**config.mk**
```make
export PLATFORM = sky130hd
export DESIGN_NAME = signed_int_to_decimal_ascii
export DESIGN_NICKNAME = d
export VERILOG_FILES = /design/src/hdl/sitda_pkg.sv /design/src/hdl/signed_int_to_decimal_ascii.sv
export SDC_FILE = /design/constraint.sdc
export NUM_CORES = 1
export LEC_CHECK = 0
export BUFFER_PORTS_ARGS = -buffer_cell sky130_fd_sc_hd__clkbuf_2
export CORE_MARGIN = 3
export CORE_UTILIZATION = 45
export CTS_CLUSTER_SIZE = 10
export DETAILED_ROUTE_END_ITERATION = 12
export RECOVER_POWER = 25
export SLEW_MARGIN = 20
export SYNTH_ARGS = -nofsm -noshare
export SYNTH_HDL_FRONTEND = slang
export SYNTH_SLANG_ARGS = --single-unit
export TNS_END_PERCENT = 50
```
**constraint.sdc**
```tcl
create_clock -name clk -period 6.31 [get_ports clk]
set_input_delay 0.3155 -clock clk [delete_from_list [all_inputs] [get_ports clk]]
set_output_delay 0.3155 -clock clk [all_outputs]
set_load 0.01 [all_outputs]
```
**src/hdl/sitda_pkg.sv**
```systemverilog
// Package for the signed integer to decimal ASCII formatter.
// Holds character codes, widths, the controller state type and the BCD adjust step.
// No dependencies.
package sitda_pkg;

  localparam int ValueW   = 32;
  localparam int CharW    = 8;
  localparam int NumDigits = 10;
  localparam int BcdW     = 4 * NumDigits;
  localparam int BitCntW  = $clog2(ValueW);
  localparam int DigCntW  = $clog2(NumDigits + 1);

  localparam logic [CharW-1:0] CHAR_ZERO  = 8'd48;
  localparam logic [CharW-1:0] CHAR_MINUS = 8'd45;

  typedef enum logic [2:0] {
    ST_IDLE = 3'b001,
    ST_CONV = 3'b010,
    ST_EMIT = 3'b100
  } state_t;

  // Add three to every BCD digit of five or more before the next left shift
  function automatic logic [BcdW-1:0] bcd_adjust(input logic [BcdW-1:0] bcd);
    logic [BcdW-1:0] res;
    res = bcd;
    for (int d = 0; d < NumDigits; d++) begin
      if (bcd[4*d +: 4] >= 4'd5) begin
        res[4*d +: 4] = bcd[4*d +: 4] + 4'd3;
      end
    end
    return res;
  endfunction

endpackage

```
**src/hdl/signed_int_to_decimal_ascii.sv**
```systemverilog
// Top level: signed 32-bit integer to decimal ASCII text, one character per word.
// Bit-serial binary to BCD conversion (shift and add three), then digit emission.
// Depends on sitda_pkg.
//
// Channel  Direction  Ports                                   Payload
// in       input      in_valid, in_stall, in_value            one signed 32-bit value
// out      output     out_valid, out_stall, out_text_char,    one ASCII character and
//                     out_last_char                           end-of-text flag
//
// An item goes through conversion (one magnitude bit per cycle through the BCD shift
// register), then emission, which skips each leading zero and sends each character,
// a minus sign first for a negative value.
// in_stall is high from acceptance until the last character is in the output register.
// Reset (synchronous, rst_n low) returns the controller to idle and empties the output.
// A stalled output word holds; emission waits until the output register frees up.
module signed_int_to_decimal_ascii
  import sitda_pkg::*;
(
  input  logic                     clk,
  input  logic                     rst_n,
  input  logic                     in_valid,
  output logic                     in_stall,
  input  logic signed [ValueW-1:0] in_value,
  output logic                     out_valid,
  input  logic                     out_stall,
  output logic [CharW-1:0]         out_text_char,
  output logic                     out_last_char
);

  state_t               state_r, state_nxt;
  logic [ValueW-1:0]    mag_r, mag_nxt;
  logic [BcdW-1:0]      bcd_r, bcd_nxt;
  logic [BitCntW-1:0]   bit_cnt_r, bit_cnt_nxt;
  logic [DigCntW-1:0]   dig_cnt_r, dig_cnt_nxt;
  logic                 sign_r, sign_nxt;
  logic                 started_r, started_nxt;
  logic                 out_valid_r, out_valid_nxt;
  logic [CharW-1:0]     out_char_r, out_char_nxt;
  logic                 out_last_r, out_last_nxt;

  logic                 in_accept;
  logic                 load_ok;
  logic [3:0]           top_digit;
  logic                 skip_zero;
  logic [BcdW-1:0]      bcd_adj;

  assign in_stall      = (state_r != ST_IDLE);
  assign in_accept     = in_valid && !in_stall;
  assign load_ok       = !out_valid_r || !out_stall;
  assign top_digit     = bcd_r[BcdW-1 -: 4];
  assign skip_zero     = !started_r && (top_digit == 4'd0) && (dig_cnt_r > DigCntW'(1));
  assign bcd_adj       = bcd_adjust(bcd_r);

  assign out_valid     = out_valid_r;
  assign out_text_char = out_char_r;
  assign out_last_char = out_last_r;

  // Sequence conversion and emission
  always_comb begin
    state_nxt     = state_r;
    mag_nxt       = mag_r;
    bcd_nxt       = bcd_r;
    bit_cnt_nxt   = bit_cnt_r;
    dig_cnt_nxt   = dig_cnt_r;
    sign_nxt      = sign_r;
    started_nxt   = started_r;
    out_char_nxt  = out_char_r;
    out_last_nxt  = out_last_r;
    out_valid_nxt = out_valid_r && out_stall;

    unique case (state_r)
      ST_IDLE: begin
        if (in_accept) begin
          sign_nxt    = in_value[ValueW-1];
          mag_nxt     = in_value[ValueW-1] ? (~in_value + 1'b1) : in_value;
          bcd_nxt     = '0;
          bit_cnt_nxt = '0;
          dig_cnt_nxt = DigCntW'(NumDigits);
          started_nxt = 1'b0;
          state_nxt   = ST_CONV;
        end
      end
      ST_CONV: begin
        // Shift one magnitude bit into the adjusted BCD register
        bcd_nxt     = {bcd_adj[BcdW-2:0], mag_r[ValueW-1]};
        mag_nxt     = {mag_r[ValueW-2:0], 1'b0};
        bit_cnt_nxt = bit_cnt_r + 1'b1;
        if (bit_cnt_r == BitCntW'(ValueW - 1)) begin
          state_nxt = ST_EMIT;
        end
      end
      ST_EMIT: begin
        if (skip_zero) begin
          // Drop a leading zero
          bcd_nxt     = {bcd_r[BcdW-5:0], 4'd0};
          dig_cnt_nxt = dig_cnt_r - 1'b1;
        end else if (load_ok) begin
          out_valid_nxt = 1'b1;
          if (sign_r) begin
            out_char_nxt = CHAR_MINUS;
            out_last_nxt = 1'b0;
            sign_nxt     = 1'b0;
          end else begin
            out_char_nxt = CHAR_ZERO + {4'd0, top_digit};
            out_last_nxt = (dig_cnt_r == DigCntW'(1));
            started_nxt  = 1'b1;
            bcd_nxt      = {bcd_r[BcdW-5:0], 4'd0};
            dig_cnt_nxt  = dig_cnt_r - 1'b1;
            if (dig_cnt_r == DigCntW'(1)) begin
              state_nxt = ST_IDLE;
            end
          end
        end
      end
      default: begin
        state_nxt = ST_IDLE;
      end
    endcase
  end

  // Control registers
  always_ff @(posedge clk) begin
    if (!rst_n) begin
      state_r     <= ST_IDLE;
      out_valid_r <= 1'b0;
    end else begin
      state_r     <= state_nxt;
      out_valid_r <= out_valid_nxt;
    end
  end

  // Datapath registers
  always_ff @(posedge clk) begin
    mag_r      <= mag_nxt;
    bcd_r      <= bcd_nxt;
    bit_cnt_r  <= bit_cnt_nxt;
    dig_cnt_r  <= dig_cnt_nxt;
    sign_r     <= sign_nxt;
    started_r  <= started_nxt;
    out_char_r <= out_char_nxt;
    out_last_r <= out_last_nxt;
  end

endmodule
```
After elaboration in Yosys (flattened, before gate mapping)
Cells that the tools add are included.
Word-level totals
  logic and storage cells: 115
  register bits: 96
  output and inout port bits: 11
Cells by class
  multiplexer cells: 44
  $add $sub $neg: 14
  magnitude comparators: 11
  bitwise operators: 2
  reduce and logical (&&, ||, !) cells: 20
  eq/ne operators: 14
Operator list (number)
  2-to-1 mux 40 bit: 4
  case mux 40 bit (3 select lines): 1
  2-to-1 mux 32 bit: 2
  case mux 32 bit (2 select lines): 1
  2-to-1 mux 4 bit: 13
  >= comparator 4 x 3 -> 1 bit (second input constant): 10
  adder 4 x 2 -> 4 bit (second input constant): 9
  adder 32 x 1 -> 32 bit (second input constant): 1
  NOT 32 bit: 1
  2-to-1 mux 3 bit: 7
  inequality test 2 bit (second input constant): 6
  AND reduction 4 bit: 3
  2-to-1 mux 1 bit: 10
  case mux 5 bit (2 select lines): 1
  case mux 3 bit (3 select lines): 1
  case mux 4 bit (2 select lines): 1
  adder 6 x 4 -> 7 bit (first input constant): 1
  inequality test 3 bit (second input constant): 2
  AND reduction 6 bit: 1
  adder 5 x 1 -> 5 bit (second input constant): 1
  equality test 5 bit (second input constant): 1
  2-to-1 mux 5 bit: 1
  AND reduction 5 bit: 1
  equality test 4 x 1 -> 1 bit (second input constant): 1
  17 further kinds: 25

Longest topological paths before layout
Gate-level depths: netlist of run 1.
  depth in word-level cells: 6
  depth in mapped cells: 7
  depth with buffers taken out: 7

Worst setup path after synthesis of run 1
OpenSTA, ideal clock, no wires.
  path type: reg-to-reg
  start point: register bcd_r[36]
  end point: register bcd_r[0], enable pin
  data arrival time: 3.964 ns
  slack: 1.853 ns
  stages on the path, launching flop included: 8
  setup time: 0.493 ns
  period minus slack after synthesis: 4.457 ns
  cell sequence: edfxtp_1 inv_1 ha_1 nor4b_1 o31ai_1 nand3b_1 a21oi_1 o21ai_0
On the way
  cells in the longest elaborated chain, start to end: 5
Ends and longest elaborated chain
  start, declared: line signed_int_to_decimal_ascii.sv:32  | logic [BcdW-1:0] bcd_r, bcd_nxt;
  start signal, assigned: line signed_int_to_decimal_ascii.sv:135  | bcd_r <= bcd_nxt;
  logical NOT 4 bit (*): line signed_int_to_decimal_ascii.sv:51  | assign skip_zero = !started_r && (top_digit == 4'd0) && (dig_cnt_r > DigCntW'(1));
  logical AND 1 bit (*) (2 in series): line signed_int_to_decimal_ascii.sv:51
  inequality test 3 bit (no source line)
  AND reduction 4 bit (no source line) (*)
Every way passes the cells marked *; elsewhere a longest branch is shown, timed or not.
A chain may end at the register's enable or synchronous reset.

Worst setup path after layout of run 1
  start point: register state_r[0]
  end point: register bcd_r[32] (data pin)
On the way
  cells in the longest elaborated chain, start to end: 2
Ends and longest elaborated chain
  start, declared: line signed_int_to_decimal_ascii.sv:30  | state_t state_r, state_nxt;
  start signal, assigned: line signed_int_to_decimal_ascii.sv:127  | state_r <= state_nxt;
  equality test 3 bit, or another cell as far along: line signed_int_to_decimal_ascii.sv:71  | unique case (state_r)
  case mux 40 bit (3 select lines) (*): line signed_int_to_decimal_ascii.sv:71
  net bcd_nxt[32]: line signed_int_to_decimal_ascii.sv:32
Mark *: on every way through the listed nets, which the timed path passes. The rest lies on a longest branch.

==> summary.txt, run 1 <==
wire per inst = 14.3 µm
Max Clk Rate = 272 MHz
pwr dens = 238 nW/µm²
Leak = 0.00226 µW
TNS Setup = 0 ps
Tmin final = 3670 ps
Initial DRC Count = 220
clock-pin slew on the worst setup and hold paths = 70 ps
worst skew pair latency = 340 ps
count of cell types in the netlist = 46
I/O pins = 47
initial antenna violation count = 0
worst-path fanout max = 65
clk_skew = 9.85 ps
TritonCTS clock tree = built
area delta synth->final = 12.5%
htree depth = 3
Mapped Area = 5600 µm²
Max Root-Sink Buffers = 2
cts hold-fix bufs = 0
Max Slew Vio Count = 105
share of cells above drive strength 1 = 0.111
startpoint types = flop
Vias per Instance = 5.37
largest family of logic cells by synthesized area = simple AND/OR/NAND/NOR gates
EDFF count, synth = 89
DRT Pass-1 Iters = 4
RSZ-0062 raised after global routing = false
Slew @ Worst Pin = 2850 ps
number of nets with antenna violations after routing = 0
most common cell after layout, fill and taps aside = edfxtp_1
post-synthesis sequential area ratio = 0.491
Compound-Gate Fraction of Synth Area = 0.168
largest net degree at the start of global routing = 66
I/O Buffers = 43
arrival time at the worst endpoint = 3650 ps
Synth Instances = 556
critical path required time = 6290 ps
hpwl dp = 7470 µm
Clock Root Buffer = clkbuf_16
status = finished, violations left
yosys warns = 0
die area = 13800 µm²
endpoint type of the worst setup path = flop
worst hold path class = in -> reg
Setup Buffers After CTS = 0
# rows = 40
DRC Markers = 0
final worst path period share = 0.582
total CTS buffers = 9
area share of fa/ha/maj cells after synthesis = 0.0581
PostCTS Resize Cnt = 0
number of global-route vias before repair = 3826
Placeable Area = 12100 µm²
worst rel slew slack = -0.900
ant diodes = 0
gr ovfl total = 0
Die Y = 118 µm
share of async-settable or async-resettable flops after synthesis = 0
first-pass GRT wire length = 18300 µm
hold path depth = 2
gr usage total = 0.161
total chip power = 1500 µW
Starting Density = 0.463
vias = 4106
Synth Area in Simple Gates = 0.170
Die Wd = 118 µm
Post-synth top flop = edfxtp_1
Post-Synth XOR/XNOR Area = 0.0703
max_cap viols = 3
most frequent cells in the layout = 89 x edfxtp_1, 64 x nand2_1, 60 x o21ai_0
register bit count reported by yosys = 93
CTS sink cnt = 93
mux cell area share after synthesis = 0.00357
Worst R2R Setup Slack = 2640 ps
R2R depth = 5
GPL Wtd Cong = 0.833
critical path class = reg -> reg
synthesized area per cell = 10.1 µm²
Finish-stage setup viols = 0
Peak VDD IR = 0.118 mV
Post-Route WL = 10900 µm
Fin. Hold Viols = 0
failing checks = max-capacitance violations, max-slew violations
Nets = 653
final core occ = 0.520
## metrics by stage
step	cells	worst slack [ps]	area (µm²)	hold slack, ps
4_1_cts	762	3470	6280	149
6_report	764	2640	6300	169
3_5_place_dp	746	3480	5980	515
3_3_place_gp	746	3630	5980	504
5_1_grt	764	2210	6300	177
2_1_floorplan	557	1850	5610	377
## critical path: stages (launching register included)
cell,delay (ps)
dfxtp_1,590
nand2b_2,200
clkbuf_1,2010
nor3b_1,120
o21ai_0,250
o31ai_1,110
## routing by layer
| metal | track usage | up-vias | part of all wire |
|---|---|---|---|
| met2 | 0.250 | 77 | 0.46 |
| li1 | - | 2085 | - |
| met4 | 0.0703 | 0 | 0.017 |
| met5 | 0 | - | 0 |
| met3 | 0.0284 | 11 | 0.037 |
| met1 | 0.222 | 1933 | 0.49 |
## cell families after synthesis
family                   after synthesis
AO/OA/AOI/OAI                        157
XOR/XNOR                              45
adder cells (fa/ha/maj)               26
buffers and inverters                 52
flip-flops                            93
multiplexers                           2
other                                  2
AND/OR/NAND/NOR                      179
## synth_stat cells, drive strengths merged (14+ instances only)
library cell,instances,share of area
nor3b,14,0.019
nor2,31,0.021
xor2,31,0.048
ha,26,0.058
xnor2,14,0.022
a21oi,40,0.036
o31ai,21,0.028
edfxtp,89,0.48
clkbuf,20,0.013
nand2,64,0.043
o21ai,70,0.063
inv,27,0.018
nand2b,16,0.018
## report_power, final
| part | switching [µW] | internal, µW | total, µW |
|---|---|---|---|
| Sequential | 33.6 | 735 | 769 |
| Clock | 228 | 318 | 546 |
| Combinational | 110 | 77.3 | 187 |
| Total | 372 | 1130 | 1500 |
## area by class of cell
class / count / area [µm²]
tap: 168 / 210
clock inverter: 4 / 48.8
fill: 1166 / 5810
timing repair buffer: 48 / 280
sequential: 93 / 2750
multi-input combinational: 412 / 2660
inverter: 27 / 101
clock buffer: 12 / 246
## state kept, by name, indices dropped and copies added (netlist names)
| name | cells |
|---|---|
| bcd_r | 40 |
| bit_cnt_r | 5 |
| dig_cnt_r | 4 |
| mag_r | 32 |
| out_last_char | 1 |
| out_text_char | 5 |
| out_valid | 1 |
| sign_r | 1 |
| started_r | 1 |
| state_r | 3 |
## worst paths after layout
| path | from | endpoint |
|---|---|---|
| setup / recovery | state_r[0] | bcd_r[32] |
| hold / removal | rst_n | state_r[0] |
| hold reg to reg | mag_r[10] | mag_r[11] |
| setup reg to reg | state_r[0] | bcd_r[32] |
No activity file was read; power rests on OpenSTA's default activity.
==> inputs of run 2 (changes only) <==
--- a/config.mk
+++ b/config.mk
@@ -10,6 +10,7 @@
 export CORE_UTILIZATION = 45
 export CTS_CLUSTER_SIZE = 10
 export DETAILED_ROUTE_END_ITERATION = 12
+export PLACE_DENSITY = 0.65
 export RECOVER_POWER = 25
 export SLEW_MARGIN = 20
 export SYNTH_ARGS = -nofsm -noshare
==> constraint.sdc (replaced) <==
create_clock -name clk -period 3.1 [get_ports clk]
set_input_delay 0.155 -clock clk [delete_from_list [all_inputs] [get_ports clk]]
set_output_delay 0.155 -clock clk [all_outputs]
set_load 0.01 [all_outputs]
==> run 2 against run 1 <==
The run now ends clean. Final cell count up 0.26%. Utilization down 0.16 points. Combinational power up 100%. Worst hold slack worse by 150 ps. Register-to-register slack worse by 1900 ps. Fmax up 54%. Routed wire length down 1.7%. Sequential power up 100%. Clock power up 98%. Sequential cell count unchanged. Count of clock-buffer cells in the layout up 3. Critical path depth unchanged. Highest routed layer unchanged.
==> summary.txt, run 2 (synthesis gave the netlist of run 1 again) <==
vias = 4150 (was 4106)
Worst path slowest cell = clkbuf_1 (unchanged)
final worst path period share = 0.768 (was 0.582)
GPL Wtd Cong = 0.826 (was 0.833)
endpoint type of the worst setup path = flop (unchanged)
hold path depth = 2 (unchanged)
Place WS = 738 ps (was 3480 ps)
Nets = 655 (was 653)
most frequent cells in the layout = 89 x edfxtp_1, 65 x o21ai_0, 64 x nand2_1 (was 89 x edfxtp_1, 64 x nand2_1, 60 x o21ai_0)
Top Registers = bcd_r x40, mag_r x32 (unchanged)
clk_skew = 8.64 ps (was 9.85 ps)
Psw = 722 µW (was 372 µW)
Tmin final = 2380 ps (was 3670 ps)
htree depth = 3 (unchanged)
first-pass GRT wire length = 18800 µm (was 18300 µm)
Slew @ Worst Pin = 914 ps (was 2850 ps)
Sw Ratio = 0.239 (was 0.247)
grt peak-use layer = met2 (unchanged)
register name with the most flops = bcd_r (unchanged)
Die Wd = 118 µm (unchanged)
total CTS buffers = 9 (unchanged)
Leak = 0.00225 µW (was 0.00226 µW)
PostCTS Resize Cnt = 0 (unchanged)
Initial DRC Count = 226 (was 220)
most common cell after layout, fill and taps aside = edfxtp_1 (unchanged)
CP Launch Point = state_r[0] (unchanged)
Finish-stage setup viols = 0 (unchanged)
Comb pwr share = 0.124 (about the same)
status = finished, final reports clean (was finished, violations left)
Worst R2R Setup Slack = 720 ps (was 2640 ps)
hpwl dp = 7500 µm (was 7470 µm)
R2R depth = 5 (unchanged)
final core occ = 0.519 (was 0.520)
gr ovfl total = 0 (unchanged)
grt met3 use = 0.0399 (was 0.0284)
critical path class = reg -> reg (unchanged)
CP Cell Sequence = nand2b_1, clkbuf_1, nand4_1, nor4_1, a21o_1 (was nand2b_2, clkbuf_1, nor3b_1, o21ai_0, o31ai_1)
worst hold path class = in -> reg (unchanged)
DRT Pass-1 Iters = 4 (unchanged)
cts hold-fix bufs = 0 (unchanged)
Vias per Instance = 5.42 (was 5.37)
pwr dens = 481 nW/µm² (was 238 nW/µm²)
Max Root-Sink Buffers = 2 (unchanged)
Clock Root Buffer = clkbuf_16 (unchanged)
Peak VDD IR = 0.359 mV (was 0.118 mV)
I/O pins = 47 (unchanged)
worst rel slew slack = 0.391 (was -0.900)
Max Clk Rate = 420 MHz (was 272 MHz)
sequential power share = 0.519 (was 0.512)
arrival time at the worst endpoint = 2590 ps (was 3650 ps)
Max Slew Vio Count = 0 (was 105)
# rows = 40 (unchanged)
ant diodes = 0 (unchanged)
reg2reg start = state_r[0] (unchanged)
Die Y = 118 µm (unchanged)
Post-Route WL = 10700 µm (was 10900 µm)
number of nets with antenna violations after routing = 0 (unchanged)
RSZ-0062 raised after global routing = false (unchanged)
Critical Path Max Stage Delay = 720 ps (was 2010 ps)
area delta synth->final = 12.1% (was 12.5%)
Crit path max-delay family = simple AND/OR/NAND/NOR gates (was buffers and inverters)
worst-path fanout max = 23 (was 65)
max reg flops = 40 (unchanged)
FF-to-FF End = mag_r[31] (was bcd_r[32])
DRC Markers = 0 (unchanged)
Starting Density = 0.463 (unchanged)
TNS Setup = 0 ps (unchanged)
wire per inst = 14.0 µm (was 14.3 µm)
worst skew pair latency = 340 ps (about the same)
WP depth = 5 (unchanged)
Fin. Hold Viols = 0 (unchanged)
CTS sink cnt = 93 (unchanged)
startpoint types = flop (unchanged)
initial antenna violation count = 0 (unchanged)
Clock power frac = 0.357 (was 0.364)
grt met1 use = 0.213 (was 0.222)
critical path buffer and inverter count = 1 (unchanged)
die area = 13800 µm² (unchanged)
Pint = 2300 µW (was 1130 µW)
share of cells above drive strength 1 = 0.110 (was 0.111)
clock-pin slew on the worst setup and hold paths = 60 ps (was 70 ps)
TritonCTS clock tree = built (unchanged)
grt met2 use = 0.263 (was 0.250)
critical path required time = 3310 ps (was 6290 ps)
total chip power = 3020 µW (was 1500 µW)
number of global-route vias before repair = 4064 (was 3826)
largest net degree at the start of global routing = 43 (was 66)
Setup Buffers After CTS = 0 (unchanged)
max_cap viols = 0 (was 3)
gr usage total = 0.162 (was 0.161)
crit path to = mag_r[31] (was bcd_r[32])
I/O Buffers = 43 (unchanged)
final setup margin = 718 ps (was 2640 ps)
Placeable Area = 12100 µm² (unchanged)
## run 2: how the worst min path moves through the flow
stage	from	end	slack [ps]
after floorplan	rst_n	state_r[0]	220
after global placement	rst_n	state_r[0]	360
after detailed placement	rst_n	state_r[0]	360
after CTS	rst_n	state_r[0]	6
after global routing	rst_n	state_r[0]	30
final	rst_n	state_r[0]	20
## run 2: layout make-up
class / count / area [µm²]
repair buffers: 50 / 253
multi-input cells: 412 / 2680
flip-flops and latches: 93 / 2750
clock inverters: 1 / 30.0
fillers: 1107 / 5830
well taps: 168 / 210
inverters: 27 / 101
clock buffers: 15 / 258
## run 2: routing by layer
metal	up-vias	routed length (µm)	part of all wire
met5	-	0	0
met4	0	134	0.012
met3	13	523	0.049
met2	91	4920	0.46
met1	1965	5170	0.48
li1	2081	-	-
## run 2: power groups by stage
stage / clock (µW) / combinational (µW) / sequential, µW
after floorplan: 0 / 272 / 1570
after global placement: 0 / 366 / 1590
after CTS: 1110 / 380 / 1570
after detailed placement: 0 / 378 / 1590
after global routing: 1160 / 429 / 1580
final: 1080 / 374 / 1570
## run 2: per-stage QoR
step | cell area [µm²] | std cells | hold slack, ps
6_report | 6280 | 766 | 19.4
5_1_grt | 6280 | 766 | 28.9
4_1_cts | 6300 | 766 | 5.51
3_5_place_dp | 6010 | 750 | 365
3_3_place_gp | 6010 | 750 | 363
2_1_floorplan | 5610 | 557 | 217
==> inputs of run 3 (changes only) <==
--- a/config.mk
+++ b/config.mk
@@ -10,7 +10,6 @@
 export CORE_UTILIZATION = 45
 export CTS_CLUSTER_SIZE = 10
 export DETAILED_ROUTE_END_ITERATION = 12
-export PLACE_DENSITY = 0.65
 export RECOVER_POWER = 25
 export SLEW_MARGIN = 20
 export SYNTH_ARGS = -nofsm -noshare
==> constraint.sdc (replaced) <==
create_clock -name clk -period 2.4 [get_ports clk]
set_input_delay 0.12 -clock clk [delete_from_list [all_inputs] [get_ports clk]]
set_output_delay 0.12 -clock clk [all_outputs]
set_load 0.01 [all_outputs]
==> run 3 against run 2 <==
Utilization grew 0.96 points. Largest cell class unchanged. Via count grew 0.89%. Critical path depth grew 2. Worst hold slack gained 55 ps. Clock power grew 40%. Non-clock buffer count grew 8. Die area is the same. Routed wire length grew 2.6%.
==> summary.txt, run 3 (synthesis gave the netlist of run 1 again) <==
Die Y = 118 µm (unchanged)
Tmin final = 2220 ps (was 2380 ps)
I/O Buffers = 43 (unchanged)
area delta synth->final = 14.2% (was 12.1%)
DRT Pass-1 Iters = 5 (was 4)
endpoint type of the worst setup path = flop (unchanged)
critical path required time = 2380 ps (was 3310 ps)
hpwl dp = 7940 µm (was 7500 µm)
Peak VDD IR = 0.334 mV (was 0.359 mV)
TritonCTS clock tree = built (unchanged)
Initial DRC Count = 229 (was 226)
Die Wd = 118 µm (unchanged)
final worst path period share = 0.924 (was 0.768)
Nets = 663 (was 655)
Max Slew Vio Count = 0 (unchanged)
number of global-route vias before repair = 4007 (was 4064)
most common cell after layout, fill and taps aside = edfxtp_1 (unchanged)
Max Clk Rate = 451 MHz (was 420 MHz)
gr usage total = 0.164 (was 0.162)
Post-Route WL = 11000 µm (was 10700 µm)
worst rel slew slack = 0.405 (was 0.391)
most frequent cells in the layout = 89 x edfxtp_1, 64 x nand2_1, 60 x o21ai_0 (was 89 x edfxtp_1, 65 x o21ai_0, 64 x nand2_1)
DRC Markers = 0 (unchanged)
max_cap viols = 0 (unchanged)
RSZ-0062 raised after global routing = false (unchanged)
die area = 13800 µm² (unchanged)
total chip power = 4030 µW (was 3020 µW)
startpoint types = flop (unchanged)
largest net degree at the start of global routing = 41 (was 43)
status = finished, final reports clean (unchanged)
GPL Wtd Cong = 0.807 (was 0.826)
Max Root-Sink Buffers = 2 (unchanged)
clk_skew = 4.50 ps (was 8.64 ps)
Leak = 0.00230 µW (was 0.00225 µW)
Clock Root Buffer = clkbuf_16 (unchanged)
Worst path slowest cell = nor3_1 (was clkbuf_1)
ant diodes = 0 (unchanged)
worst hold path class = in -> reg (unchanged)
register name with the most flops = bcd_r (unchanged)
Top Registers = bcd_r x40, mag_r x32 (unchanged)
Fin. Hold Viols = 0 (unchanged)
# rows = 40 (unchanged)
total CTS buffers = 9 (unchanged)
share of cells above drive strength 1 = 0.127 (was 0.110)
Critical Path Max Stage Delay = 510 ps (was 720 ps)
gr ovfl total = 0 (unchanged)
Slew @ Worst Pin = 893 ps (was 914 ps)
Crit path max-delay family = simple AND/OR/NAND/NOR gates (unchanged)
Vias per Instance = 5.41 (was 5.42)
I/O pins = 47 (unchanged)
CTS sink cnt = 93 (unchanged)
Finish-stage setup viols = 0 (unchanged)
critical path class = reg -> reg (unchanged)
htree depth = 3 (unchanged)
pwr dens = 630 nW/µm² (was 481 nW/µm²)
PostCTS Resize Cnt = 0 (unchanged)
worst skew pair latency = 340 ps (about the same)
wire per inst = 14.2 µm (was 14.0 µm)
clock-pin slew on the worst setup and hold paths = 60 ps (about the same)
Starting Density = 0.463 (unchanged)
Place WS = 233 ps (was 738 ps)
number of nets with antenna violations after routing = 0 (unchanged)
max reg flops = 40 (unchanged)
Placeable Area = 12100 µm² (unchanged)
worst-path fanout max = 4 (was 23)
critical path buffer and inverter count = 1 (unchanged)
arrival time at the worst endpoint = 2200 ps (was 2590 ps)
CP Cell Sequence = inv_1, ha_1, nor4b_1, o31ai_1, nand2_1, nor2_1, nor3_1 (was nand2b_1, clkbuf_1, nand4_1, nor4_1, a21o_1)
first-pass GRT wire length = 18900 µm (was 18800 µm)
initial antenna violation count = 0 (unchanged)
final core occ = 0.528 (was 0.519)
vias = 4187 (was 4150)
TNS Setup = 0 ps (unchanged)
final setup margin = 182 ps (was 718 ps)
run 3: cell types whose count changed in the layout (fill, tap and decap cells not counted), moves of 2 or more:
cell / before / now
o21ai_0: 65 / 60
o21ai_1: 4 / 9
buf_4: 5 / 9
clkbuf_1: 13 / 10
buf_12: 0 / 2
clkinvlp_4: 0 / 2
run 3: report_power, final:
group	switching [µW]	total [µW]	internal (µW)	leakage [µW]
registers	91.3	2020	1930	0.000895
clock network	593	1510	917	0.000146
logic	291	499	208	0.00126
total	975	4030	3060	0.00230
run 3: worst reg2reg max path, stage by stage, from the launching register on:
cell      delay [ps]
edfxtp_1         400
inv_1            160
ha_1             170
nor4b_1          240
o31ai_1          170
nand2_1          150
nor2_1            60
nor3_1           510
run 3: what timing repair did:
item	in CTS	in global routing
endpoints found under the hold margin	1	0
buffers inserted	0	0
hold buffers	1	0
run 3: worst paths after layout:
| kind | end | start | cells past startpoint | slack, ps |
|---|---|---|---|---|
| worst max-delay path | dig_cnt_r[1] | bcd_r[36] | 7 | 180 |
| worst min-delay path | out_valid | out_stall | 3 | 70 |
| worst max register to register | dig_cnt_r[1] | bcd_r[36] | 7 | 180 |
| worst min register to register | mag_r[31] | mag_r[30] | 1 | 520 |
run 3: final cells by class:
| type | count | area [µm²] |
|---|---|---|
| clock inverter | 5 | 83.8 |
| multi-input combinational | 412 | 2680 |
| fill | 1115 | 5710 |
| tap | 168 | 210 |
| inverter | 27 | 101 |
| timing repair buffer | 58 | 338 |
| sequential | 93 | 2750 |
| clock buffer | 11 | 233 |
run 3: per-layer routing:
layer  wire length [µm]  vias to the layer above  GRT usage  share of wire
li1                   -                     2106          -              -
met1               5360                     1988      0.230           0.49
met2               5080                       81      0.255           0.46
met3                391                       12     0.0274          0.035
met4                193                        0     0.0659          0.018
met5                  0                        -          0              0
run 3: per-stage QoR:
step	std cells	hold WS [ps]	cell area, µm²
global placement	757	322	6100
CTS	774	58.8	6430
global route	774	79.4	6400
detailed placement	757	321	6100
floorplan	557	182	5620
finish	774	74.9	6400
